===== src/design/wheel_speed_pid_drive_defines.svh =====
// Assertion helpers for the wheel speed drive block.
// They sample on the rising edge of clk and are off while rst is high.
`ifndef WHEEL_SPEED_PID_DRIVE_DEFINES_SVH
`define WHEEL_SPEED_PID_DRIVE_DEFINES_SVH

`define WSPD_ASSERT_SAME(label, ante, cons, msg) \
  label: assert property (@(posedge clk) disable iff (rst) (ante) |-> (cons)) \
    else $error(msg);

`define WSPD_ASSERT_NEXT(label, ante, cons, msg) \
  label: assert property (@(posedge clk) disable iff (rst) (ante) |=> (cons)) \
    else $error(msg);

`endif


===== src/design/wspd_pkg.sv =====
package wspd_pkg;

  localparam int GAIN_FRAC_BITS  = 16;
  localparam int SPEED_FRAC_BITS = 4;

  // Raw error is (|target| << 16) - (measured << (16 - SPEED_FRAC_BITS)).
  localparam int ERR_W   = ((32 - SPEED_FRAC_BITS) > 24 ? (32 - SPEED_FRAC_BITS) : 24) + 1;
  localparam int MA_W    = (ERR_W > 32) ? ERR_W : 32;
  localparam int MB_W    = 32;
  localparam int PROD_W  = MA_W + MB_W;
  localparam int SUM_W   = PROD_W;
  localparam int SCALE_W = 21;
  localparam int E_W     = 32;
  localparam int ACC_W   = 48;
  localparam int COEF0_W = 26;
  localparam int COEF1_W = 27;
  localparam int ADDR_W  = 5;

  localparam logic [23:0] GAIN_P_RESET       = 24'd68813;
  localparam logic [23:0] GAIN_I_RESET       = 24'd16056;
  localparam logic [23:0] GAIN_D_RESET       = 24'd54395;
  localparam logic [7:0]  TRIP_LIMIT_RESET   = 8'd150;
  localparam logic [16:0] SCALE_OFFSET_RESET = 17'd69632;
  localparam logic [11:0] SCALE_SLOPE_RESET  = 12'd410;

  localparam logic signed [7:0] DRIVE_FWD_LO = -8'sd10;
  localparam logic signed [7:0] DRIVE_FWD_HI = 8'sd100;
  localparam logic signed [7:0] DRIVE_REV_LO = -8'sd100;
  localparam logic signed [7:0] DRIVE_REV_HI = 8'sd10;

  localparam logic [1:0] CMD_FORCE_ZERO = 2'd1;
  localparam logic [1:0] CMD_CLEAR_HIST = 2'd2;

  typedef enum logic [2:0] {
    REG_GAIN_P,
    REG_GAIN_I,
    REG_GAIN_D,
    REG_TRIP_LIMIT,
    REG_SCALE_OFFSET,
    REG_SCALE_SLOPE
  } reg_idx_t;

  typedef enum logic [3:0] {
    STEP_LATCH,
    STEP_CHECK,
    STEP_SCALE,
    STEP_ERR_MUL,
    STEP_ESAT,
    STEP_MUL0,
    STEP_MUL1,
    STEP_MUL2,
    STEP_ACC,
    STEP_SHIFT,
    STEP_UPDATE,
    STEP_NEG,
    STEP_DRIVE,
    STEP_EMIT
  } step_t;

  typedef enum logic [3:0] {
    DP_NONE,
    DP_LATCH,
    DP_CHECK,
    DP_SCALE,
    DP_ESAT,
    DP_SHIFT,
    DP_UPDATE,
    DP_NEG,
    DP_DRIVE,
    DP_EMIT
  } dp_op_t;

  typedef enum logic [2:0] {
    MUL_NONE,
    MUL_SLOPE_PX,
    MUL_ERR_SCALE,
    MUL_A0_E,
    MUL_A1_E1,
    MUL_A2_E2
  } mul_sel_t;

  typedef enum logic [1:0] {
    SUM_HOLD,
    SUM_LOAD,
    SUM_ADD
  } sum_op_t;

  typedef enum logic [2:0] {
    JMP_NEXT,
    JMP_WAIT_IN,
    JMP_TRIP,
    JMP_SPECIAL,
    JMP_WAIT_OUT,
    JMP_ALWAYS
  } jmp_t;

  typedef struct packed {
    dp_op_t   dp;
    mul_sel_t mul;
    sum_op_t  sum;
    jmp_t     jmp;
    step_t    target;
  } ctrl_word_t;

  // Microprogram for one control tick.
  function automatic ctrl_word_t ucode(step_t s);
    ctrl_word_t w;
    case (s)
      STEP_LATCH:   w = '{DP_LATCH,  MUL_NONE,      SUM_HOLD, JMP_WAIT_IN,  STEP_CHECK};
      STEP_CHECK:   w = '{DP_CHECK,  MUL_SLOPE_PX,  SUM_HOLD, JMP_TRIP,     STEP_EMIT};
      STEP_SCALE:   w = '{DP_SCALE,  MUL_NONE,      SUM_HOLD, JMP_NEXT,     STEP_LATCH};
      STEP_ERR_MUL: w = '{DP_NONE,   MUL_ERR_SCALE, SUM_HOLD, JMP_NEXT,     STEP_LATCH};
      STEP_ESAT:    w = '{DP_ESAT,   MUL_NONE,      SUM_HOLD, JMP_NEXT,     STEP_LATCH};
      STEP_MUL0:    w = '{DP_NONE,   MUL_A0_E,      SUM_HOLD, JMP_NEXT,     STEP_LATCH};
      STEP_MUL1:    w = '{DP_NONE,   MUL_A1_E1,     SUM_LOAD, JMP_NEXT,     STEP_LATCH};
      STEP_MUL2:    w = '{DP_NONE,   MUL_A2_E2,     SUM_ADD,  JMP_NEXT,     STEP_LATCH};
      STEP_ACC:     w = '{DP_NONE,   MUL_NONE,      SUM_ADD,  JMP_NEXT,     STEP_LATCH};
      STEP_SHIFT:   w = '{DP_SHIFT,  MUL_NONE,      SUM_HOLD, JMP_NEXT,     STEP_LATCH};
      STEP_UPDATE:  w = '{DP_UPDATE, MUL_NONE,      SUM_HOLD, JMP_SPECIAL,  STEP_EMIT};
      STEP_NEG:     w = '{DP_NEG,    MUL_NONE,      SUM_HOLD, JMP_NEXT,     STEP_LATCH};
      STEP_DRIVE:   w = '{DP_DRIVE,  MUL_NONE,      SUM_HOLD, JMP_NEXT,     STEP_LATCH};
      STEP_EMIT:    w = '{DP_EMIT,   MUL_NONE,      SUM_HOLD, JMP_WAIT_OUT, STEP_LATCH};
      default:      w = '{DP_NONE,   MUL_NONE,      SUM_HOLD, JMP_ALWAYS,   STEP_LATCH};
    endcase
    return w;
  endfunction

endpackage


===== src/design/wheel_speed_pid_drive.sv =====
// Normal tick: the input is latched, then the check, scale, error product, saturation,
// three coefficient products, accumulate, shift, update, negate, drive and emit steps
// follow; one shared multiplier forms five products in sequence under the microprogram.
// A trip jumps from the check step to emit, and commands 1 and 2 from update to emit.
// Synchronous reset loads the register defaults and clears the controller history;
// no clearing pass is needed.
`include "wheel_speed_pid_drive_defines.svh"

module wheel_speed_pid_drive
  import wspd_pkg::*;
(
  input  logic                clk,
  input  logic                rst,
  input  logic                in_valid,
  output logic                in_ready,
  input  logic signed [7:0]   target_speed,
  input  logic [15:0]         measured_speed,
  input  logic [1:0]          command,
  output logic                out_valid,
  input  logic                out_ready,
  output logic signed [7:0]   drive,
  output logic                tripped,
  input  logic                psel,
  input  logic                penable,
  input  logic                pwrite,
  input  logic [ADDR_W-1:0]   paddr,
  input  logic [31:0]         pwdata,
  output logic [31:0]         prdata,
  output logic                pready
);

  // Configuration registers.
  logic [23:0] gain_p, gain_i, gain_d;
  logic [7:0]  trip_limit;
  logic [16:0] scale_offset;
  logic [11:0] scale_slope;

  logic [COEF0_W-1:0]        a0_reg;
  logic signed [COEF1_W-1:0] a1_reg;

  // Sequencer.
  step_t      pc, pc_next;
  ctrl_word_t cw;
  logic       out_free;

  // Latched tick inputs.
  logic signed [7:0] t_reg;
  logic [15:0]       meas_reg;
  logic [1:0]        cmd_reg;

  // Datapath registers.
  logic signed [ERR_W-1:0]   err_reg;
  logic signed [SCALE_W-1:0] scale_reg;
  logic signed [PROD_W-1:0]  prod;
  logic signed [SUM_W-1:0]   sum;
  logic signed [SUM_W-1:0]   q_reg;
  logic signed [E_W-1:0]     e_reg;
  logic signed [7:0]         res_drive;
  logic                      res_tripped;

  // Controller state.
  logic signed [7:0]       previous_target;
  logic signed [E_W-1:0]   error_delay_one, error_delay_two;
  logic signed [ACC_W-1:0] pid_accumulator, signed_output;
  logic signed [7:0]       held_drive;

  // Combinational datapath.
  logic [7:0]                px;
  logic signed [ERR_W-1:0]   err_c;
  logic signed [SCALE_W-1:0] scale_c;
  logic signed [MA_W-1:0]    ma;
  logic signed [MB_W-1:0]    mb;
  logic [ACC_W-1:0]          mag;
  logic                      trip;
  logic signed [PROD_W-1:0]  e_bias, e_sh;
  logic signed [E_W-1:0]     e_c;
  logic signed [SUM_W-1:0]   sum_bias, q_c;
  logic signed [SUM_W-1:0]   y_full;
  logic signed [ACC_W-1:0]   y_c, neg_c;
  logic signed [ACC_W-1:0]   v_bias, v;
  logic signed [7:0]         lo, hi, drive_c;
  logic                      cfg_write;

  assign pready    = 1'b1;
  assign cfg_write = psel && penable && pwrite;
  assign in_ready  = (pc == STEP_LATCH);
  assign out_free  = !out_valid || out_ready;

  always_ff @(posedge clk) begin
    if (rst) begin
      gain_p       <= GAIN_P_RESET;
      gain_i       <= GAIN_I_RESET;
      gain_d       <= GAIN_D_RESET;
      trip_limit   <= TRIP_LIMIT_RESET;
      scale_offset <= SCALE_OFFSET_RESET;
      scale_slope  <= SCALE_SLOPE_RESET;
    end else if (cfg_write) begin
      case (reg_idx_t'(paddr[4:2]))
        REG_GAIN_P:       gain_p       <= pwdata[23:0];
        REG_GAIN_I:       gain_i       <= pwdata[23:0];
        REG_GAIN_D:       gain_d       <= pwdata[23:0];
        REG_TRIP_LIMIT:   trip_limit   <= pwdata[7:0];
        REG_SCALE_OFFSET: scale_offset <= pwdata[16:0];
        REG_SCALE_SLOPE:  scale_slope  <= pwdata[11:0];
        default: ;
      endcase
    end
  end

  always_comb begin
    case (reg_idx_t'(paddr[4:2]))
      REG_GAIN_P:       prdata = {8'd0, gain_p};
      REG_GAIN_I:       prdata = {8'd0, gain_i};
      REG_GAIN_D:       prdata = {8'd0, gain_d};
      REG_TRIP_LIMIT:   prdata = {24'd0, trip_limit};
      REG_SCALE_OFFSET: prdata = {15'd0, scale_offset};
      REG_SCALE_SLOPE:  prdata = {20'd0, scale_slope};
      default:          prdata = 32'd0;
    endcase
  end

  // The user must change the PID gains only while the block is idle; the block itself
  // does not enforce this. The coefficients are registered ahead of their first use.
  always_ff @(posedge clk) begin
    a0_reg <= {2'd0, gain_p} + {2'd0, gain_i} + {2'd0, gain_d};
    a1_reg <= -$signed({3'd0, gain_p} + {2'd0, gain_d, 1'b0});
  end

  // Control store and step counter.
  always_comb begin
    cw = ucode(pc);
  end

  always_comb begin
    case (cw.jmp)
      JMP_NEXT:     pc_next = step_t'(pc + 4'd1);
      JMP_WAIT_IN:  pc_next = in_valid ? step_t'(pc + 4'd1) : pc;
      JMP_TRIP:     pc_next = trip ? cw.target : step_t'(pc + 4'd1);
      JMP_SPECIAL:  pc_next = (cmd_reg == CMD_FORCE_ZERO || cmd_reg == CMD_CLEAR_HIST)
                              ? cw.target : step_t'(pc + 4'd1);
      JMP_WAIT_OUT: pc_next = out_free ? cw.target : pc;
      JMP_ALWAYS:   pc_next = cw.target;
      default:      pc_next = STEP_LATCH;
    endcase
  end

  always_ff @(posedge clk) begin
    if (rst) begin
      pc <= STEP_LATCH;
    end else begin
      pc <= pc_next;
    end
  end

  // Combinational datapath.
  always_comb begin
    px    = t_reg[7] ? (~t_reg + 8'd1) : t_reg;
    err_c = $signed({{(ERR_W - 24){1'b0}}, px, 16'd0})
          - $signed({{(ERR_W - (32 - SPEED_FRAC_BITS)){1'b0}}, meas_reg,
                     {(16 - SPEED_FRAC_BITS){1'b0}}});

    // The slope product stays below 2^20, so its low bits carry the full value.
    scale_c = $signed({4'd0, scale_offset}) - $signed({1'b0, prod[19:0]});

    mag  = signed_output[ACC_W-1] ? -signed_output : signed_output;
    trip = (previous_target < 0 && t_reg > 0) || (previous_target > 0 && t_reg < 0)
        || (t_reg == 8'sd0) || (mag > {24'd0, trip_limit, 16'd0});

    // Shifts that truncate toward zero add a bias below the cut for negative values.
    e_bias = prod + $signed({{(PROD_W - 16){1'b0}}, {16{prod[PROD_W-1]}}});
    e_sh   = e_bias >>> 16;
    if (&e_sh[PROD_W-1:E_W-1] || ~|e_sh[PROD_W-1:E_W-1]) begin
      e_c = e_sh[E_W-1:0];
    end else begin
      e_c = e_sh[PROD_W-1] ? $signed({1'b1, {(E_W-1){1'b0}}})
                           : $signed({1'b0, {(E_W-1){1'b1}}});
    end

    sum_bias = sum + $signed({{(SUM_W - GAIN_FRAC_BITS){1'b0}},
                              {GAIN_FRAC_BITS{sum[SUM_W-1]}}});
    q_c      = sum_bias >>> GAIN_FRAC_BITS;

    y_full = q_reg + SUM_W'(pid_accumulator);
    if (&y_full[SUM_W-1:ACC_W-1] || ~|y_full[SUM_W-1:ACC_W-1]) begin
      y_c = y_full[ACC_W-1:0];
    end else begin
      y_c = y_full[SUM_W-1] ? $signed({1'b1, {(ACC_W-1){1'b0}}})
                            : $signed({1'b0, {(ACC_W-1){1'b1}}});
    end

    neg_c = (signed_output == $signed({1'b1, {(ACC_W-1){1'b0}}}))
          ? $signed({1'b0, {(ACC_W-1){1'b1}}}) : -signed_output;

    v_bias = signed_output + $signed({{(ACC_W - 16){1'b0}}, {16{signed_output[ACC_W-1]}}});
    v      = v_bias >>> 16;
    lo     = t_reg[7] ? DRIVE_REV_LO : DRIVE_FWD_LO;
    hi     = t_reg[7] ? DRIVE_REV_HI : DRIVE_FWD_HI;
    if (v < ACC_W'(lo)) begin
      drive_c = lo;
    end else if (v > ACC_W'(hi)) begin
      drive_c = hi;
    end else begin
      drive_c = v[7:0];
    end
  end

  // Shared multiplier operand selection.
  always_comb begin
    case (cw.mul)
      MUL_SLOPE_PX: begin
        ma = $signed({{(MA_W - 8){1'b0}}, px});
        mb = $signed({{(MB_W - 12){1'b0}}, scale_slope});
      end
      MUL_ERR_SCALE: begin
        ma = MA_W'(err_reg);
        mb = MB_W'(scale_reg);
      end
      MUL_A0_E: begin
        ma = MA_W'(e_reg);
        mb = $signed({{(MB_W - COEF0_W){1'b0}}, a0_reg});
      end
      MUL_A1_E1: begin
        ma = MA_W'(error_delay_one);
        mb = MB_W'(a1_reg);
      end
      MUL_A2_E2: begin
        ma = MA_W'(error_delay_two);
        mb = $signed({{(MB_W - 24){1'b0}}, gain_d});
      end
      default: begin
        ma = '0;
        mb = '0;
      end
    endcase
  end

  always_ff @(posedge clk) begin
    prod <= ma * mb;
    case (cw.sum)
      SUM_LOAD: sum <= prod;
      SUM_ADD:  sum <= sum + prod;
      default:  sum <= sum;
    endcase
  end

  // Payload registers.
  always_ff @(posedge clk) begin
    case (cw.dp)
      DP_LATCH: begin
        t_reg    <= target_speed;
        meas_reg <= measured_speed;
        cmd_reg  <= command;
      end
      DP_CHECK: begin
        err_reg <= err_c;
        if (trip) begin
          res_drive   <= 8'sd0;
          res_tripped <= 1'b1;
        end
      end
      DP_SCALE: scale_reg <= scale_c;
      DP_ESAT:  e_reg     <= e_c;
      DP_SHIFT: q_reg     <= q_c;
      DP_UPDATE: begin
        res_tripped <= 1'b0;
        if (cmd_reg == CMD_FORCE_ZERO) begin
          res_drive <= 8'sd0;
        end else if (cmd_reg == CMD_CLEAR_HIST) begin
          res_drive <= held_drive;
        end
      end
      DP_DRIVE: res_drive <= drive_c;
      default: ;
    endcase
  end

  // Controller state.
  always_ff @(posedge clk) begin
    if (rst) begin
      previous_target <= 8'sd0;
      error_delay_one <= '0;
      error_delay_two <= '0;
      pid_accumulator <= '0;
      signed_output   <= '0;
      held_drive      <= 8'sd0;
    end else begin
      case (cw.dp)
        DP_CHECK: begin
          previous_target <= t_reg;
          if (trip) begin
            error_delay_one <= '0;
            error_delay_two <= '0;
            pid_accumulator <= '0;
            signed_output   <= '0;
            held_drive      <= 8'sd0;
          end
        end
        DP_UPDATE: begin
          signed_output <= y_c;
          if (cmd_reg == CMD_CLEAR_HIST) begin
            error_delay_one <= '0;
            error_delay_two <= '0;
            pid_accumulator <= '0;
          end else begin
            error_delay_two <= error_delay_one;
            error_delay_one <= e_reg;
            pid_accumulator <= y_c;
          end
          if (cmd_reg == CMD_FORCE_ZERO) begin
            held_drive <= 8'sd0;
          end
        end
        DP_NEG: begin
          if (t_reg[7]) begin
            signed_output <= neg_c;
          end
        end
        DP_DRIVE: held_drive <= drive_c;
        default: ;
      endcase
    end
  end

  // Output register; the next tick may be taken while a result waits here.
  always_ff @(posedge clk) begin
    if (rst) begin
      out_valid <= 1'b0;
    end else if (cw.dp == DP_EMIT && out_free) begin
      out_valid <= 1'b1;
    end else if (out_ready) begin
      out_valid <= 1'b0;
    end
  end

  always_ff @(posedge clk) begin
    if (cw.dp == DP_EMIT && out_free) begin
      drive   <= res_drive;
      tripped <= res_tripped;
    end
  end

  `WSPD_ASSERT_NEXT(a_accept_starts_check, in_valid && in_ready, pc == STEP_CHECK,
                    "input transaction did not start the check step")
  `WSPD_ASSERT_NEXT(a_trip_clears_state, pc == STEP_CHECK && trip,
                    pid_accumulator == '0 && signed_output == '0 && pc == STEP_EMIT,
                    "trip did not clear the controller state")
  `WSPD_ASSERT_SAME(a_load_from_emit, $rose(out_valid), $past(pc) == STEP_EMIT,
                    "result loaded outside the emit step")
  `WSPD_ASSERT_SAME(a_trip_drives_zero, out_valid && tripped, drive == 8'sd0,
                    "tripped result with nonzero drive")
  `WSPD_ASSERT_SAME(a_drive_in_range, out_valid, drive >= -8'sd100 && drive <= 8'sd100,
                    "drive outside its clamp range")

endmodule


===== config.mk =====
export PLATFORM = sky130hd
export DESIGN_NAME = wheel_speed_pid_drive
export DESIGN_NICKNAME = d
export VERILOG_FILES = /design/src/design/wspd_pkg.sv /design/src/design/wheel_speed_pid_drive.sv
export VERILOG_INCLUDE_DIRS = /design/src /design/src/design
export SDC_FILE = /design/constraint.sdc
export NUM_CORES = 2
export LEC_CHECK = 0
export ABC_CLOCK_PERIOD_IN_PS = 12530
export BUFFER_PORTS_ARGS = -buffer_cell sky130_fd_sc_hd__buf_2
export CORE_AREA = 2 2 389 391
export DETAILED_ROUTE_END_ITERATION = 8
export DIE_AREA = 0 0 391 393
export HOLD_SLACK_MARGIN = 0.1
export PLACE_DENSITY = 0.72
export SLEW_MARGIN = 20
export SYNTH_ARGS = -nofsm -noshare
export SYNTH_HDL_FRONTEND = slang
export SYNTH_SLANG_ARGS = --single-unit

===== constraint.sdc =====
create_clock -name clk -period 12.53 [get_ports clk]
set_clock_uncertainty 0.2 [all_clocks]
set_input_delay 0.6265 -clock clk [delete_from_list [all_inputs] [get_ports clk]]
set_output_delay 0.6265 -clock clk [all_outputs]
set_load 0.05 [all_outputs]

# Yosys cells after proc, flatten, opt, wreduce, memory -nomap -nowiden
# Memories as Yosys holds them, arrays and structs flattened. A register that Yosys moved wholly into a read port is not among the register bits.
# Index checks and enable logic that the tools add are counted.
[word_totals] regBits=645 rom_bits=240 in_bits=70 output_inout_bits=44 elab_cells=169 memories=1
[mem_list] memory="(name not given)" words=16 width=15 read_ports=1 rd_clocked_by_memory_dff=1 write_ports=0 line="wspd_pkg.sv:108" text="case (s)"
[op_classes] addsub=14 multipliers=1 n_lt_le_gt_ge=7 eq_ne=35 muxes=42 n_bitwise=1 n_reduce_logical=39
[op_table] op="48-bit 2-to-1 mux" n=7
[op_table] op="32-bit one-hot mux with 5 select lines" n=2
[op_table] op="32-bit 2-to-1 mux" n=5
[op_table] op="24-bit one-hot mux with 6 select lines" n=1
[op_table] op="48-bit one-hot mux with 3 select lines" n=1
[op_table] op="64-bit by 17-bit adder with 64-bit output" n=2
[op_table] op="32-bit one-hot mux with 2 select lines" n=2
[op_table] op="64-bit one-hot mux with 2 select lines" n=1
[op_table] op="48-bit one-hot mux with 2 select lines" n=1
[op_table] op="64-bit adder" n=1
[op_table] op="32-bit by 32-bit multiplier with 64-bit output" n=1
[op_table] op="8-bit 2-to-1 mux" n=7
[op_table] op="48-bit by 48-bit adder with 49-bit output" n=1
[op_table] op="48-bit by 17-bit adder with 48-bit output" n=1
[op_table] op="48-bit == test (second input constant)" n=1
[op_table] op="48-bit by 24-bit > comparator with 1-bit output" n=1
[op_table] op="48-bit negator" n=1
[op_table] op="8-bit one-hot mux with 3 select lines" n=2
[op_table] op="17-bit AND reduction" n=2
[op_table] op="17-bit OR reduction" n=2
[op_table] op="32-bit by 8-bit > comparator with 1-bit output" n=1
[op_table] op="32-bit by 8-bit < comparator with 1-bit output" n=1
[op_table] op="24-bit by 28-bit subtractor with 29-bit output" n=1
[op_table] op="26-bit negator with 27-bit output" n=1
[op_table] op="other kinds (35)" n=93

# Logic depth before layout (Yosys ltp)
[logic_depth] depth_word=9 ltp_mapped=40 ltp_nobuf=39

# Worst setup path before layout
# OpenSTA, ideal clock, no wires.
[synth_timing] path_type="register to register" startpoint="register cw[9] (netlist name)" endpoint="register prod[62]" setup_time_ps=123 arrival_ps=10089 required_time_ps=12207 slack_ps=2118 stages_incl_launch_ff=37 n_path_buf=6 synth_period_minus_slack_ps=10412 cell_sequence="dfxtp_1 > clkbuf_1 > clkbuf_1 > clkbuf_1 > clkbuf_1 > buf_1 > mux2i_1 > o22ai_1 > clkbuf_1 > nand2_1 > fa_1 > inv_1 > fa_1 > inv_1 > fa_1 > fa_1 > inv_1 > fa_1 > fa_1 > fa_1 > inv_1 > fa_1 > inv_1 > ha_1 > nand3_1 > nor2_1 > nand2_1 > o21ai_0 > a221oi_1 > o31ai_1 > nand2_1 > o2111a_1 > o31ai_1 > a31oi_1 > o41ai_1 > a211oi_1 > xnor2_1"
[synth_between] elab_chain_cells=3 elab_cells_between_ends=8 cone_classes="mul (1); eq/ne (5); mux (2)"
[synth_lines] item="3-bit == test (tied with other cells)" line="wheel_speed_pid_drive.sv:209" text="case (cw.mul)"
[synth_lines] item="32-bit one-hot mux with 5 select lines" line="wheel_speed_pid_drive.sv:209"
[synth_lines] item="32-bit by 32-bit multiplier with 64-bit output (*)" line="wheel_speed_pid_drive.sv:238" text="prod <= ma * mb;"
[synth_lines] item="end signal: assignment" line="wheel_speed_pid_drive.sv:238"
[synth_lines] item="end: declaration" line="wheel_speed_pid_drive.sv:54" text="logic signed [PROD_W-1:0] prod;"
# Mark *: on every way between the ends. The rest lies on a longest branch, timed or not.
# A chain may end at the register's enable or synchronous reset.

# Worst setup path after layout
[layout_timing] startpoint="register cw[9] (netlist name)" endpoint="register prod[62]"
[layout_between] elab_chain_cells=3 elab_cells_between_ends=8 cone_classes="mul (1); eq/ne (5); mux (2)"
[layout_lines] item="3-bit == test (tied with other cells)" line="wheel_speed_pid_drive.sv:209"
[layout_lines] item="32-bit one-hot mux with 5 select lines" line="wheel_speed_pid_drive.sv:209"
[layout_lines] item="32-bit by 32-bit multiplier with 64-bit output (*)" line="wheel_speed_pid_drive.sv:238"
# Marks and branches as above.

==> results.sh <==
export IMPL_cp_data_required_time_ns=12.86
export IMPL_drtIter0Drc=4809
export IMPL_die_h_um=393
export IMPL_postCtsSetupBuffers=0
export IMPL_cts_resized=0
export IMPL_cpMaxStageDelayCell="dfxtp_4"
export IMPL_cts_buffer_depth=3
export IMPL_grt_pass1_vias=61700
export IMPL_avgSynthCellArea_um2=8.95
export IMPL_grt_use_met3_pct=5.47
export IMPL_drive_above_1_share_pct=6.26
export IMPL_clock_sinks=646
export IMPL_cp_startpoint="cw[9]"
export IMPL_ctsHoldBuffers=50
export IMPL_ys_seq_elements=646
export IMPL_p_leak_nw=36.0
export IMPL_ant_nets=0
export IMPL_crit_fanout=49
export IMPL_relSlewSlack_pct=19.2
export IMPL_start_util_pct=49.8
export IMPL_slew_violations=0
export IMPL_synthTopCellsByCount="1318 x inv_1, 1185 x nand2_1, 1096 x fa_1, 539 x nor2_1, 469 x ha_1"
export IMPL_vias=59700
export IMPL_gp_congestion=0.942
export IMPL_use_met2_pct=45.8
export IMPL_cts_tree="built"
export IMPL_drv_cap=0
export IMPL_grt_max_degree=97
export IMPL_status="complete, no violations"
export IMPL_core_um2=149000
export IMPL_setup_tns_ns=0
export IMPL_nFillCells=13300
export IMPL_insertion_delay_ns=0.66
export IMPL_hpwl_um=172000
export IMPL_ys_flop_type="dfxtp_1"
export IMPL_yosysTopAreaCellShare_pct=29.5
export IMPL_post_route_min_period_ns=11.58
export IMPL_cp_slowest_stage_delay_ns=0.81
export IMPL_areaGrowthSynthToFinish_pct=7.93
export IMPL_cp_common_cell="fa_1"
export IMPL_drc=0
export IMPL_synth_cell_types=96
export IMPL_antenna_found_initial=5
export IMPL_ys_warn_count=0
export IMPL_r2r_start="cw[9]"
export IMPL_clkTransAtPathRegs_ns=0.06
export IMPL_synth_area_um2=74300
export IMPL_peakVddDrop_mv=0.124
export IMPL_fmax_ghz=0.0864
export IMPL_met1_usage_pct=37.3
export IMPL_synth_edff_count=226
export IMPL_fp_dieArea_um2=154000
export IMPL_setup_viol=0
export IMPL_synth_area_leaders="fa_1 30%, dfxtp_1 11%, edfxtp_1 9.1%"
export IMPL_cts_buffers=75
export IMPL_root_buffer="clkbuf_16"
export IMPL_final_area_um2=80200
export IMPL_async_reset_ff_share_pct=0
export IMPL_grt_pass1_wl_um=341000
export IMPL_drtPass1Iterations=7
export IMPL_htreeDepth=3
export IMPL_startpoint_type="flip-flop"
export IMPL_seq_area_frac_synth_pct=20.4
export IMPL_synthCells=8302
export IMPL_port_buffer_count=94
export IMPL_fin_crit_sh_pct=92.4
export IMPL_wire_per_inst_um=20.9
export IMPL_die_x_um=391
export IMPL_rsz0062_at_grt="no"
export IMPL_grt_busiest_layer="met2"
export IMPL_rows=142
export IMPL_tightestPinTransition_ns=1.20
export IMPL_synth_top_cell_by_area="fa_1"
export IMPL_grt_overflow=0
export IMPL_routed_wl_um=215000
export IMPL_nNetsFinal=9908
export IMPL_hold_viol_final=0
export IMPL_min_from="gain_p[0]"
export IMPL_top_regs="prod: 64 flops, sum: 64 flops"
export IMPL_grtUsageTotal_pct=28.3
export IMPL_end_kind="flip-flop"
export IMPL_drt_vias_per_instance=5.81
export IMPL_worstSetupPathType="flip-flop to flip-flop"
export IMPL_yosysMostFrequentCell="inv_1"
export IMPL_dpl_cell_area_um2=77200
export IMPL_arrival_ns=11.91
export IMPL_power_density_nw_per_um2=167
export IMPL_hold_path_class="flip-flop to flip-flop"
export IMPL_io_pins=114
cell type report:
| class | instances | area, um2 | area share, % |
|---|---|---|---|
| multi-input cells | 5942 | 53000 | 66.1 |
| flip-flops and latches | 646 | 15200 | 18.9 |
| inverters | 1321 | 4960 | 6.18 |
| well taps | 1944 | 2430 | 3.03 |
| clock buffers | 100 | 2180 | 2.71 |
| repair buffers | 287 | 2080 | 2.59 |
| clock inverters | 37 | 365 | 0.455 |
| diodes | 1 | 2.50 | 0.00312 |
per-stage QoR:
stage | instances | util [%] | hold slack, ns | power [mW] | setup WS [ns]
after floorplan | 8309 | - | 0.150 | 8.47 | 2.12
after global placement | 10100 | 51.7 | 0.157 | 10.8 | 1.35
after detailed placement | 10100 | 51.7 | 0.162 | 10.9 | 1.23
after CTS | 10300 | 53.8 | 0.166 | 13.3 | 1.21
after global routing | 10300 | 53.8 | 0.175 | 14.3 | 0.434
final | 10300 | 53.8 | 0.166 | 13.4 | 0.954
critical path: cells and delay by family, from the launching register on:
kind,cells,cell delay (ns)
AND/OR/NAND/NOR,7,1.99
XOR/XNOR,1,0.17
adder cells (fa/ha/maj),9,4.67
buffers and inverters,5,1.25
flip-flops,1,0.81
AO/OA/AOI/OAI,7,2.27
cells by family (layout without fill, tap and decap cells):
family                     after synthesis  in the layout  synth area share (%)
other                                    2             10                0.0101
xor gates and xnor gates               369            369                  4.35
and+or+nand+nor                       2436           2436                  14.6
muxes                                  140            140                  1.98
DFF                                    646            646                  20.4
buffers and inverters                 1721           1745                  8.78
adders and majority gates             1565           1565                  37.4
AOI/OAI and AO/OA                     1423           1423                  12.4
per-layer routing:
layer | vias up | share of wire, %
met5 | - | 0.024
met4 | 8 | 4.6
met3 | 515 | 9.0
met2 | 2576 | 46
met1 | 29800 | 41
li1 | 26900 | -
where the power goes:
part | total, mW | internal [mW] | switching [mW] | leakage, nW
logic | 7.90 | 2.85 | 5.05 | 29.3
clock network | 2.26 | 1.32 | 0.944 | 1.24
registers | 3.21 | 2.69 | 0.522 | 5.49
path summary, 6_finish.rpt:
check	end	slack, ns	depth (start not counted)
worst max-delay path	prod[62]	0.95	29
worst min register to register	a1_reg[0]	0.17	0
worst min-delay path	a1_reg[0]	0.17	0
worst max register to register	prod[62]	0.95	29
placed cells by master, fill, tap and decap left out, types with 26 or more instances in the layout:
master / n
buf_2: 93
a21oi_1: 365
xor2_1: 108
inv_1: 1317
mux2_2: 44
nor3_1: 75
clkbuf_16: 80
a22oi_1: 117
buf_4: 139
xnor2_1: 261
a211oi_1: 49
nand4_1: 60
a311oi_1: 33
nand3b_1: 29
ha_1: 468
and2_1: 80
nor2b_1: 86
edfxtp_1: 226
dlygate4sd3_1: 50
and3_1: 49
o21a_1: 40
or3_1: 37
a31oi_1: 28
dfxtp_1: 419
fa_1: 1096
nor2_1: 536
a211o_1: 34
a21o_1: 127
or2_2: 26
nand3_1: 105
nand2b_1: 57
nand2_1: 1185
o21ai_0: 296
nor4_1: 34
o21bai_1: 36
mux2i_1: 94
(Power assumes the default switching activity.)
